File: src/hdl/smix_pkg.sv
package smix_pkg;

  localparam int unsigned PHASE_FRAC_BITS_DEF = 16;
  localparam int unsigned STEP_W   = 20;
  localparam int unsigned VOL_W    = 8;
  localparam int unsigned SAMPLE_W = 16;
  localparam int unsigned FRAME_W  = 32;
  localparam int unsigned PEND_W   = 4;

  localparam logic [STEP_W-1:0] STEP_RESET = 20'd60211;
  localparam logic [VOL_W-1:0]  VOL_RESET  = 8'd255;
  localparam logic [PEND_W-1:0] PEND_MAX   = 4'd15;
  localparam logic [PEND_W-1:0] PEND_START = 4'd2;

  // x/255 for x < 2^23 as (x*32897)>>23, at most one too high
  localparam logic [15:0] DIV255_RECIP = 16'd32897;
  localparam int unsigned DIV255_SHIFT = 23;

  typedef enum logic [1:0] {
    CMD_LOAD  = 2'd0,
    CMD_MIX   = 2'd1,
    CMD_START = 2'd2,
    CMD_NOP   = 2'd3
  } cmd_e;

  typedef enum logic {
    REG_PHASE_STEP = 1'b0,
    REG_VOLUME     = 1'b1
  } reg_e;

  typedef enum logic [1:0] {
    ST_IDLE = 2'd0,
    ST_LANE = 2'd1,
    ST_DONE = 2'd2
  } st_e;

  typedef struct packed {
    logic              play;
    logic              cur_ok;
    logic              nxt_ok;
    logic [PEND_W-1:0] pending;
  } flags_t;

  function automatic logic mix_active(flags_t f);
    return f.play && (f.pending == '0) && f.cur_ok;
  endfunction

endpackage

File: src/hdl/stereo_resample_mixer_core.sv
// channel   direction  handshake                      payload
// in        input      in_valid_i / in_stall_o        command, src_left/right, src_valid,
//                                                     mix_left/right
// out       output     out_valid_o / out_stall_i      out_left/right, frames_needed,
//                                                     is_playing
// cfg       input      cfg_we_i (no wait)             cfg_index_i, cfg_data_i
//
// a mix request with playback active goes from accept to result through
// the six-stage lane pipeline (interpolate, scale, divide by 255, saturate) and commit
// load, start and inactive mix requests skip the lanes and go from accept straight to commit
// one request in flight at a time; the port reopens the cycle after commit, so a
// request can start only once the one before it has committed
// a finished result sits in the output register, so a stalled output holds one
// result while the next request runs; reset is asynchronous and clears all but the data registers
module stereo_resample_mixer_core #(
  parameter int unsigned PHASE_FRAC_BITS = smix_pkg::PHASE_FRAC_BITS_DEF
) (
  input  logic                         clk_i,
  input  logic                         rst_ni,
  // request channel
  input  logic                         in_valid_i,
  output logic                         in_stall_o,
  input  logic [1:0]                   command_i,
  input  logic signed [15:0]           src_left_i,
  input  logic signed [15:0]           src_right_i,
  input  logic                         src_valid_i,
  input  logic signed [15:0]           mix_left_i,
  input  logic signed [15:0]           mix_right_i,
  // result channel
  output logic                         out_valid_o,
  input  logic                         out_stall_i,
  output logic signed [15:0]           out_left_o,
  output logic signed [15:0]           out_right_o,
  output logic [smix_pkg::PEND_W-1:0]  frames_needed_o,
  output logic                         is_playing_o,
  // register writes
  input  logic                         cfg_we_i,
  input  logic                         cfg_index_i,
  input  logic [smix_pkg::STEP_W-1:0]  cfg_data_i
);

  // control state
  smix_pkg::st_e                st_q, st_d;
  smix_pkg::flags_t             flags_q, flags_d;
  logic [PHASE_FRAC_BITS-1:0]   phase_q, phase_d;
  logic [smix_pkg::FRAME_W-1:0] cur_q, cur_d;
  logic [smix_pkg::FRAME_W-1:0] nxt_q, nxt_d;

  // configuration registers
  logic [smix_pkg::STEP_W-1:0]  step_q;
  logic [smix_pkg::VOL_W-1:0]   vol_q;

  // captured request
  logic [1:0]                   cmd_q;
  logic signed [15:0]           src_left_q;
  logic signed [15:0]           src_right_q;
  logic                         src_valid_q;
  logic signed [15:0]           mix_left_q;
  logic signed [15:0]           mix_right_q;

  // output register
  logic                         out_valid_q;
  logic signed [15:0]           out_left_q;
  logic signed [15:0]           out_right_q;
  logic [smix_pkg::PEND_W-1:0]  frames_q;
  logic                         playing_q;

  logic                         in_accept;
  logic                         lane_start;
  logic                         commit;
  logic                         out_free;

  logic signed [15:0]           lane_cur_l, lane_cur_r;
  logic signed [15:0]           lane_nxt_l, lane_nxt_r;
  logic                         done_l, done_r;
  logic signed [15:0]           res_l, res_r;
  logic signed [15:0]           merge_left, merge_right;

  assign in_stall_o = (st_q != smix_pkg::ST_IDLE);
  assign in_accept  = in_valid_i && !in_stall_o;
  assign out_free   = !out_valid_q || !out_stall_i;

  // sequencer: accept, run lanes when a real mix is due, then commit
  always_comb begin
    st_d       = st_q;
    lane_start = 1'b0;
    commit     = 1'b0;
    case (st_q)
      smix_pkg::ST_IDLE: begin
        if (in_accept) begin
          if ((command_i == smix_pkg::CMD_MIX) && smix_pkg::mix_active(flags_q)) begin
            lane_start = 1'b1;
            st_d       = smix_pkg::ST_LANE;
          end else begin
            st_d = smix_pkg::ST_DONE;
          end
        end
      end
      smix_pkg::ST_LANE: begin
        if (done_l && done_r) st_d = smix_pkg::ST_DONE;
      end
      smix_pkg::ST_DONE: begin
        // result waits here only while the output register is still full and stalled
        if (out_free) begin
          commit = 1'b1;
          st_d   = smix_pkg::ST_IDLE;
        end
      end
      default: begin
        st_d = smix_pkg::ST_IDLE;
      end
    endcase
  end

  always_ff @(posedge clk_i or negedge rst_ni) begin
    if (!rst_ni) begin
      st_q <= smix_pkg::ST_IDLE;
    end else begin
      st_q <= st_d;
    end
  end

  // capture the request payload
  always_ff @(posedge clk_i) begin
    if (in_accept) begin
      cmd_q       <= command_i;
      src_left_q  <= src_left_i;
      src_right_q <= src_right_i;
      src_valid_q <= src_valid_i;
      mix_left_q  <= mix_left_i;
      mix_right_q <= mix_right_i;
    end
  end

  // register writes, only while idle: the user must keep to this, the block does not enforce it
  always_ff @(posedge clk_i or negedge rst_ni) begin
    if (!rst_ni) begin
      step_q <= smix_pkg::STEP_RESET;
      vol_q  <= smix_pkg::VOL_RESET;
    end else if (cfg_we_i) begin
      case (smix_pkg::reg_e'(cfg_index_i))
        smix_pkg::REG_PHASE_STEP: step_q <= cfg_data_i;
        smix_pkg::REG_VOLUME:     vol_q  <= cfg_data_i[smix_pkg::VOL_W-1:0];
        default: begin
        end
      endcase
    end
  end

  // frames hold left in the low half; with no next frame the current one is held flat
  assign lane_cur_l = $signed(cur_q[15:0]);
  assign lane_cur_r = $signed(cur_q[31:16]);
  assign lane_nxt_l = flags_q.nxt_ok ? $signed(nxt_q[15:0])  : lane_cur_l;
  assign lane_nxt_r = flags_q.nxt_ok ? $signed(nxt_q[31:16]) : lane_cur_r;

  // one lane per channel side; base samples come straight off the request port
  smix_lane #(
    .PHASE_FRAC_BITS(PHASE_FRAC_BITS)
  ) u_lane_l (
    .clk_i   (clk_i),
    .rst_ni  (rst_ni),
    .start_i (lane_start),
    .cur_i   (lane_cur_l),
    .nxt_i   (lane_nxt_l),
    .base_i  (mix_left_i),
    .frac_i  (phase_q),
    .vol_i   (vol_q),
    .done_o  (done_l),
    .res_o   (res_l)
  );

  smix_lane #(
    .PHASE_FRAC_BITS(PHASE_FRAC_BITS)
  ) u_lane_r (
    .clk_i   (clk_i),
    .rst_ni  (rst_ni),
    .start_i (lane_start),
    .cur_i   (lane_cur_r),
    .nxt_i   (lane_nxt_r),
    .base_i  (mix_right_i),
    .frac_i  (phase_q),
    .vol_i   (vol_q),
    .done_o  (done_r),
    .res_o   (res_r)
  );

  // merge: playback state update and the result fields
  smix_merge #(
    .PHASE_FRAC_BITS(PHASE_FRAC_BITS)
  ) u_merge (
    .flags_i      (flags_q),
    .cur_i        (cur_q),
    .nxt_i        (nxt_q),
    .phase_i      (phase_q),
    .step_i       (step_q),
    .cmd_i        (cmd_q),
    .src_left_i   (src_left_q),
    .src_right_i  (src_right_q),
    .src_valid_i  (src_valid_q),
    .mix_left_i   (mix_left_q),
    .mix_right_i  (mix_right_q),
    .lane_left_i  (res_l),
    .lane_right_i (res_r),
    .flags_o      (flags_d),
    .cur_o        (cur_d),
    .nxt_o        (nxt_d),
    .phase_o      (phase_d),
    .out_left_o   (merge_left),
    .out_right_o  (merge_right)
  );

  always_ff @(posedge clk_i or negedge rst_ni) begin
    if (!rst_ni) begin
      flags_q <= '0;
      phase_q <= '0;
      cur_q   <= '0;
      nxt_q   <= '0;
    end else if (commit) begin
      flags_q <= flags_d;
      phase_q <= phase_d;
      cur_q   <= cur_d;
      nxt_q   <= nxt_d;
    end
  end

  // output register
  always_ff @(posedge clk_i or negedge rst_ni) begin
    if (!rst_ni) begin
      out_valid_q <= 1'b0;
    end else if (commit) begin
      out_valid_q <= 1'b1;
    end else if (!out_stall_i) begin
      out_valid_q <= 1'b0;
    end
  end

  always_ff @(posedge clk_i) begin
    if (commit) begin
      out_left_q  <= merge_left;
      out_right_q <= merge_right;
      frames_q    <= flags_d.pending;
      playing_q   <= flags_d.play;
    end
  end

  assign out_valid_o     = out_valid_q;
  assign out_left_o      = out_left_q;
  assign out_right_o     = out_right_q;
  assign frames_needed_o = frames_q;
  assign is_playing_o    = playing_q;

endmodule

File: src/hdl/smix_lane.sv
module smix_lane #(
  parameter int unsigned PHASE_FRAC_BITS = smix_pkg::PHASE_FRAC_BITS_DEF
) (
  input  logic                        clk_i,
  input  logic                        rst_ni,
  input  logic                        start_i,
  input  logic signed [15:0]          cur_i,
  input  logic signed [15:0]          nxt_i,
  input  logic signed [15:0]          base_i,
  input  logic [PHASE_FRAC_BITS-1:0]  frac_i,
  input  logic [smix_pkg::VOL_W-1:0]  vol_i,
  output logic                        done_o,
  output logic signed [15:0]          res_o
);

  localparam int unsigned STAGES = 6;
  localparam int unsigned PROD_W = smix_pkg::SAMPLE_W + PHASE_FRAC_BITS;
  localparam int unsigned MAG_W  = 23;
  localparam int unsigned RECP_W = MAG_W + 16;
  localparam logic signed [17:0] SAT_MAX = 18'sd32767;
  localparam logic signed [17:0] SAT_MIN = -18'sd32768;

  logic [STAGES-1:0] vld_q;

  logic signed [16:0] diff;
  logic [16:0]        diff_abs;
  logic [15:0]        mag_q;
  logic               neg_q;
  logic signed [15:0] cur_q;
  logic signed [15:0] base_q;

  logic [PROD_W-1:0]  frac_prod;
  logic [15:0]        part_q;

  logic signed [17:0] s_val;
  logic signed [26:0] sv_full;
  logic signed [24:0] sv_q;

  logic [24:0]        sv_abs;
  logic [MAG_W-1:0]   m_q;
  logic               sneg_q;
  logic [RECP_W-1:0]  recp_q;

  logic [15:0]        q_est;
  logic [23:0]        q_back;
  logic [15:0]        q_q;

  logic signed [17:0] q_signed;
  logic signed [17:0] sum_t;
  logic signed [15:0] res_q;

  always_ff @(posedge clk_i or negedge rst_ni) begin
    if (!rst_ni) begin
      vld_q <= '0;
    end else begin
      vld_q <= {vld_q[STAGES-2:0], start_i};
    end
  end

  // stage 0: difference and its magnitude
  assign diff     = $signed({nxt_i[15], nxt_i}) - $signed({cur_i[15], cur_i});
  assign diff_abs = diff[16] ? 17'(-diff) : 17'(diff);

  always_ff @(posedge clk_i) begin
    if (start_i) begin
      mag_q  <= diff_abs[15:0];
      neg_q  <= diff[16];
      cur_q  <= cur_i;
      base_q <= base_i;
    end
  end

  // stage 1: magnitude times phase fraction
  assign frac_prod = PROD_W'(mag_q) * PROD_W'(frac_i);

  always_ff @(posedge clk_i) begin
    if (vld_q[0]) begin
      part_q <= frac_prod[PHASE_FRAC_BITS +: 16];
    end
  end

  // stage 2: interpolated sample times volume
  assign s_val   = $signed({{2{cur_q[15]}}, cur_q})
                 + (neg_q ? -$signed({2'b00, part_q}) : $signed({2'b00, part_q}));
  assign sv_full = 27'(s_val) * 27'($signed({1'b0, vol_i}));

  always_ff @(posedge clk_i) begin
    if (vld_q[1]) begin
      sv_q <= sv_full[24:0];
    end
  end

  // stage 3: reciprocal multiply on the magnitude
  assign sv_abs = sv_q[24] ? 25'(-sv_q) : 25'(sv_q);

  always_ff @(posedge clk_i) begin
    if (vld_q[2]) begin
      m_q    <= sv_abs[MAG_W-1:0];
      sneg_q <= sv_q[24];
      recp_q <= RECP_W'(sv_abs[MAG_W-1:0]) * RECP_W'(smix_pkg::DIV255_RECIP);
    end
  end

  // stage 4: fix up the quotient estimate
  assign q_est  = recp_q[smix_pkg::DIV255_SHIFT +: 16];
  assign q_back = {q_est, 8'h00} - {8'h00, q_est};

  always_ff @(posedge clk_i) begin
    if (vld_q[3]) begin
      q_q <= (q_back > {1'b0, m_q}) ? (q_est - 16'd1) : q_est;
    end
  end

  // stage 5: restore sign, add onto mix sample, saturate
  assign q_signed = sneg_q ? -$signed({2'b00, q_q}) : $signed({2'b00, q_q});
  assign sum_t    = $signed({{2{base_q[15]}}, base_q}) + q_signed;

  always_ff @(posedge clk_i) begin
    if (vld_q[4]) begin
      if (sum_t > SAT_MAX) begin
        res_q <= SAT_MAX[15:0];
      end else if (sum_t < SAT_MIN) begin
        res_q <= SAT_MIN[15:0];
      end else begin
        res_q <= sum_t[15:0];
      end
    end
  end

  assign done_o = vld_q[STAGES-1];
  assign res_o  = res_q;

endmodule

File: src/hdl/smix_merge.sv
module smix_merge #(
  parameter int unsigned PHASE_FRAC_BITS = smix_pkg::PHASE_FRAC_BITS_DEF
) (
  input  smix_pkg::flags_t                  flags_i,
  input  logic [smix_pkg::FRAME_W-1:0]      cur_i,
  input  logic [smix_pkg::FRAME_W-1:0]      nxt_i,
  input  logic [PHASE_FRAC_BITS-1:0]        phase_i,
  input  logic [smix_pkg::STEP_W-1:0]       step_i,
  input  logic [1:0]                        cmd_i,
  input  logic signed [15:0]                src_left_i,
  input  logic signed [15:0]                src_right_i,
  input  logic                              src_valid_i,
  input  logic signed [15:0]                mix_left_i,
  input  logic signed [15:0]                mix_right_i,
  input  logic signed [15:0]                lane_left_i,
  input  logic signed [15:0]                lane_right_i,
  output smix_pkg::flags_t                  flags_o,
  output logic [smix_pkg::FRAME_W-1:0]      cur_o,
  output logic [smix_pkg::FRAME_W-1:0]      nxt_o,
  output logic [PHASE_FRAC_BITS-1:0]        phase_o,
  output logic signed [15:0]                out_left_o,
  output logic signed [15:0]                out_right_o
);

  localparam int unsigned SUM_W =
    ((PHASE_FRAC_BITS > smix_pkg::STEP_W) ? PHASE_FRAC_BITS : smix_pkg::STEP_W) + 1;
  localparam int unsigned WHOLE_W  = SUM_W - PHASE_FRAC_BITS;
  localparam int unsigned WHOLE_XW =
    (WHOLE_W > smix_pkg::PEND_W) ? WHOLE_W : smix_pkg::PEND_W;

  logic [SUM_W-1:0]              sum;
  logic [WHOLE_XW-1:0]           whole;
  logic [smix_pkg::PEND_W-1:0]   pend_dec;
  logic [smix_pkg::FRAME_W-1:0]  src_frame;

  assign sum       = SUM_W'(phase_i) + SUM_W'(step_i);
  assign whole     = WHOLE_XW'(sum[SUM_W-1:PHASE_FRAC_BITS]);
  assign pend_dec  = flags_i.pending - 4'd1;
  assign src_frame = {src_right_i, src_left_i};

  always_comb begin
    flags_o     = flags_i;
    cur_o       = cur_i;
    nxt_o       = nxt_i;
    phase_o     = phase_i;
    out_left_o  = mix_left_i;
    out_right_o = mix_right_i;
    case (smix_pkg::cmd_e'(cmd_i))
      smix_pkg::CMD_START: begin
        flags_o.play    = 1'b1;
        flags_o.cur_ok  = 1'b0;
        flags_o.nxt_ok  = 1'b0;
        flags_o.pending = smix_pkg::PEND_START;
        phase_o         = '0;
      end
      smix_pkg::CMD_LOAD: begin
        if (flags_i.pending != '0) begin
          flags_o.pending = pend_dec;
          if (!flags_i.cur_ok) begin
            // priming the current frame
            if (src_valid_i) begin
              cur_o          = src_frame;
              flags_o.cur_ok = 1'b1;
            end else begin
              flags_o.play    = 1'b0;
              flags_o.pending = '0;
            end
          end else if (!flags_i.nxt_ok) begin
            if (src_valid_i) nxt_o = src_frame;
            flags_o.nxt_ok = src_valid_i;
          end else begin
            // crossing: shift next into current
            cur_o = nxt_i;
            if (src_valid_i) nxt_o = src_frame;
            flags_o.nxt_ok = src_valid_i;
            if (!src_valid_i && (pend_dec != '0)) begin
              flags_o.play    = 1'b0;
              flags_o.pending = '0;
            end
          end
        end
      end
      smix_pkg::CMD_MIX: begin
        if (smix_pkg::mix_active(flags_i)) begin
          out_left_o  = lane_left_i;
          out_right_o = lane_right_i;
          phase_o     = sum[PHASE_FRAC_BITS-1:0];
          if (whole != '0) begin
            if (!flags_i.nxt_ok) begin
              flags_o.play    = 1'b0;
              flags_o.pending = '0;
            end else if (whole > WHOLE_XW'(smix_pkg::PEND_MAX)) begin
              flags_o.pending = smix_pkg::PEND_MAX;
            end else begin
              flags_o.pending = whole[smix_pkg::PEND_W-1:0];
            end
          end
        end
      end
      smix_pkg::CMD_NOP: begin
      end
      default: begin
      end
    endcase
  end

endmodule

File: config.mk
export PLATFORM = sky130hd
export DESIGN_NAME = stereo_resample_mixer_core
export DESIGN_NICKNAME = d
export VERILOG_FILES = /design/src/hdl/smix_pkg.sv /design/src/hdl/stereo_resample_mixer_core.sv /design/src/hdl/smix_lane.sv /design/src/hdl/smix_merge.sv
export SDC_FILE = /design/constraint.sdc
export NUM_CORES = 2
export LEC_CHECK = 0
export BUFFER_PORTS_ARGS = -buffer_cell sky130_fd_sc_hd__clkbuf_2
export CAP_MARGIN = 20
export CORE_ASPECT_RATIO = 0.75
export CORE_MARGIN = 4
export CORE_UTILIZATION = 40
export CTS_CLUSTER_SIZE = 20
export DETAILED_ROUTE_END_ITERATION = 6
export PLACE_DENSITY = 0.61
export SLEW_MARGIN = 20
export SYNTH_ARGS = -nofsm -noshare
export SYNTH_HDL_FRONTEND = slang
export SYNTH_HIERARCHICAL = 1
export SYNTH_SLANG_ARGS = --single-unit
File: constraint.sdc
create_clock -name clk_i -period 8.3 [get_ports clk_i]
set_input_delay 0.415 -clock clk_i [delete_from_list [all_inputs] [get_ports clk_i]]
set_output_delay 0.415 -clock clk_i [all_outputs]
set_load 0.01 [all_outputs]
==> summary.md <==
| Metric | Value |
|---|---|
| Finish-stage setup viols | `0` |
| Total wire length | `153000 microns` |
| Htree depth | `2` |
| Pint | `10.0 mW` |
| CTS tree | `done` |
| Rows | `123` |
| Final Total Pwr | `17.5 mW` |
| Post-Synth Simple-Gate Area | `12.9%` |
| Via Count | `43300` |
| Seq/Total Area, Yosys | `26.4%` |
| Worst EP required | `8.70 ns` |
| Clk slew on worst S/H paths | `0.07 ns` |
| Die area | `158000 sq um` |
| Ys Warns | `6` |
| Routed Antenna Nets | `0` |
| Least-Margin Pin Slew | `1.09 ns` |
| NetSw | `7.51 mW` |
| Largest net degree at the start of global routing | `69` |
| Post-synthesis xor/xnor area fraction | `5.72%` |
| CTS sink cnt | `556` |
| Setup tns final | `0 ns` |
| RSZ-0062 raised after global routing | `false` |
| Crit path kind | `reg -> reg` |
| Syn avg cell area | `10.1 sq um` |
| Mapped Nets | `7456` |
| Multiplexer share of the synthesized area | `4.11%` |
| Pwr/cell area | `261 nW/um^2` |
| Post-synth EDFFs | `426` |
| Worst-skew pair later-pin latency | `0.69 ns` |
| Crit path time final | `7.74 ns` |
| Max-slew violations | `0` |
| Outcome | `finished clean` |
| Final Cycle Share | `93.3%` |
| DR DRC count | `0` |
| Sw Share | `42.9%` |
| Root Buffer | `clkbuf_16` |
| Number of CTS-inserted buffers | `61` |
| Final Hold Vio Count | `0` |
| DRT Pass-1 Iters | `5` |
| P&R area growth vs syn | `10.2%` |
| Peak Freq | `0.129 GHz` |
| Max-cap violations | `0` |
| First-pass GRT wire length | `246000 microns` |
| Initial core utilization | `40.4%` |
| Initial antenna violation count | `10` |
| Layout cell share with drive strength beyond 1 | `9.84%` |
| Slew HR | `27.2%` |
| Die Y | `346 microns` |
| Max VDD drop | `0.276 mV` |
| Placer Congestion | `0.889` |
| Initial drt markers | `3083` |
| Distinct cells, synth | `104` |
| I/O pin cnt | `132` |
| Core Region | `151000 sq um` |
| DPL Wire Length | `121000 microns` |
| Die W | `458 microns` |
| Max FO, Critical Path | `8` |
| Ys async rst share | `23.4%` |
| Clk network pwr share | `16.4%` |
| Layout Skew | `0.0345 ns` |
| HP Class | `in -> reg` |
| Compound-cell area share of the yosys netlist | `8.93%` |
| Clock Path Buffers | `3` |
| Synth Area in Adders | `34.6%` |
| CP Launch Type | `register` |
| Leak Pwr | `30.7 nW` |
| Number of global-route vias before repair | `43627` |
| IO buf count | `131` |
| Final #Nets | `7646` |
| DR WL/cell | `18.5 microns` |
| Combinational Power Share | `59.4%` |
| Vias per inst | `5.22` |
| Arrival time at the worst endpoint | `8.15 ns` |
| Prevailing post-synth register cell | `edfxtp_1` |
| GRT Overall Usage | `19.3%` |
| Largest family of logic cells by synthesized area | `adder cells` |
| Synthesized instance count | `6050` |
| CP Capture Type | `register` |
| Fill count | `14244` |
| Sequential share of power | `24.2%` |
| Yosys reg bits | `556` |
| GR Overflow Total | `0` |
| Cell Area, Synth | `60800 sq um` |
-- final timing paths --
| path | startpoint | end | slack (ns) | cells after the start |
|---|---|---|---|---|
| hold / removal | cfg_data_i[1] | vol_q[1]$_DFFE_PN1P_ | 0.08 | 2 |
| max in group asynchronous | rst_ni | u_lane_l/vld_q[1]$_DFF_PN0_ | 6.84 | 3 |
| setup reg to reg | u_lane_r/part_q[3]$_DFFE_PP_ | u_lane_r/sv_q[24]$_DFFE_PP_ | 0.56 | 27 |
| hold reg to reg | step_q[3]$_DFFE_PN0P_ | step_q[3]$_DFFE_PN0P_ | 0.52 | 1 |
| min in group asynchronous | rst_ni | cur_q[20]$_DFFE_PN0P_ | 0.25 | 2 |
| setup / recovery | u_lane_r/part_q[3]$_DFFE_PP_ | u_lane_r/sv_q[24]$_DFFE_PP_ | 0.56 | 27 |
-- layout by cell type (no fill, tap or decap), types with 83 or more instances in the layout --
cell,n
and2_1,312
o21ai_0,156
fa_1,619
clkbuf_2,130
nor2_1,230
mux2_2,188
buf_4,83
a21oi_1,210
ha_1,694
nand2_1,611
xnor2_1,304
edfxtp_1,426
dfrtp_1,110
inv_1,991
-- state kept, by name, summed over array words and instances (netlist names), 20 cells and up --
signal	cells
u_lane_r/sv_q	24
nxt_q	32
cur_q	32
step_q	20
u_lane_l/sv_q	24
u_lane_r/m_q	23
u_lane_l/m_q	23
-- through the flow --
step | hold WS [ns] | worst slack (ns) | util [%] | instances | instance area, sq um
global route | 0.0350 | 0.0530 | 44.5 | 8295 | 67000
finish | 0.0812 | 0.558 | 44.6 | 8299 | 67100
global placement | 0.404 | 0.507 | 42.5 | 8093 | 64000
detailed placement | 0.400 | 0.325 | 42.5 | 8093 | 64000
CTS | 0.00575 | 0.323 | 44.5 | 8290 | 67000
floorplan | 0.119 | 1.09 | - | 6050 | 60800
-- worst max-delay path: stages (launching register included) --
cell,delay [ns]
edfxtp_1,0.44
or3_1,0.40
or2_1,0.26
or3_1,0.33
o21ai_0,0.21
xnor2_1,0.22
ha_1,0.33
and4_1,0.21
o21ai_0,0.17
a31oi_1,0.20
o21a_1,0.30
or3b_2,0.51
fa_1,0.52
inv_1,0.05
fa_1,0.47
fa_1,0.49
inv_1,0.06
fa_1,0.53
inv_1,0.04
ha_1,0.35
a21o_1,0.19
a21oi_1,0.20
nor2_1,0.08
a221oi_2,0.23
a21oi_1,0.13
a41oi_1,0.25
a21oi_1,0.11
xor2_1,0.17
-- power groups by stage --
stage	clock network (mW)	logic (mW)	registers, mW
finish	2.87	10.4	4.24
global route	3.08	11.9	4.27
CTS	2.97	10.4	4.23
detailed placement	0	10.3	4.29
global placement	0	10.1	4.28
floorplan	0	8.12	4.09
-- cell families after synthesis --
| family | count (synthesis) |
|---|---|
| compound gates | 806 |
| xor+xnor | 393 |
| fa+ha+maj | 1313 |
| buf+inv | 1164 |
| flops | 556 |
| mux | 223 |
| simple gates | 1595 |
-- synth_stat cells (16+ instances only) --
cell type / count / area [sq um]
a211oi_1: 21 / 158
xnor2_1: 306 / 2680
fa_1: 619 / 12400
a21oi_1: 212 / 1060
nand2b_1: 55 / 344
a31oi_1: 21 / 131
nand3_1: 72 / 360
o21ai_0: 157 / 786
dfstp_2: 18 / 473
nand4_1: 41 / 257
o21ai_1: 16 / 80.1
o41ai_1: 21 / 184
o21a_1: 40 / 300
xor2_1: 83 / 727
edfxtp_1: 426 / 12800
nor3_1: 75 / 375
and2_1: 312 / 1950
nor2b_1: 47 / 294
nand2_1: 613 / 2300
mux2_1: 29 / 327
or4_1: 18 / 135
inv_1: 992 / 3720
o21bai_1: 20 / 150
clkbuf_1: 143 / 537
mux2_2: 188 / 2120
dfrtp_1: 112 / 2800
and3_1: 20 / 125
o22ai_1: 35 / 219
ha_1: 694 / 8680
or2_2: 17 / 106
nor2_1: 232 / 871
or3_1: 25 / 156
a21o_1: 76 / 571
o31ai_1: 41 / 308
-- cell type report --
type	instances	area, sq um	share of cell area (%)
Multi-Input combinational cell	4330	40400	60.3
Sequential cell	556	16100	24.0
Inverter	992	3730	5.56
Tap cell	2000	2500	3.73
Timing Repair Buffer	299	2170	3.23
Clock buffer	86	1740	2.60
Clock inverter	30	385	0.575
Antenna cell	6	15.0	0.0224
-- metal layers --
layer	track usage [%]	vias to the layer above	wire, microns
met5	0	-	0
met4	4.07	0	3250
met3	3.42	150	9660
met2	29.3	1104	66500
met1	28.9	21543	73900
li1	-	20503	-
-- what timing repair did --
item                                   in CTS  in global routing
hold buffers                               81                  1
endpoints found under the hold margin     148                  1
buffers inserted                            0                  2
setup endpoints to repair                   0                  5
resized for setup                           0                 10
Power figures use the tool's default switching activity.
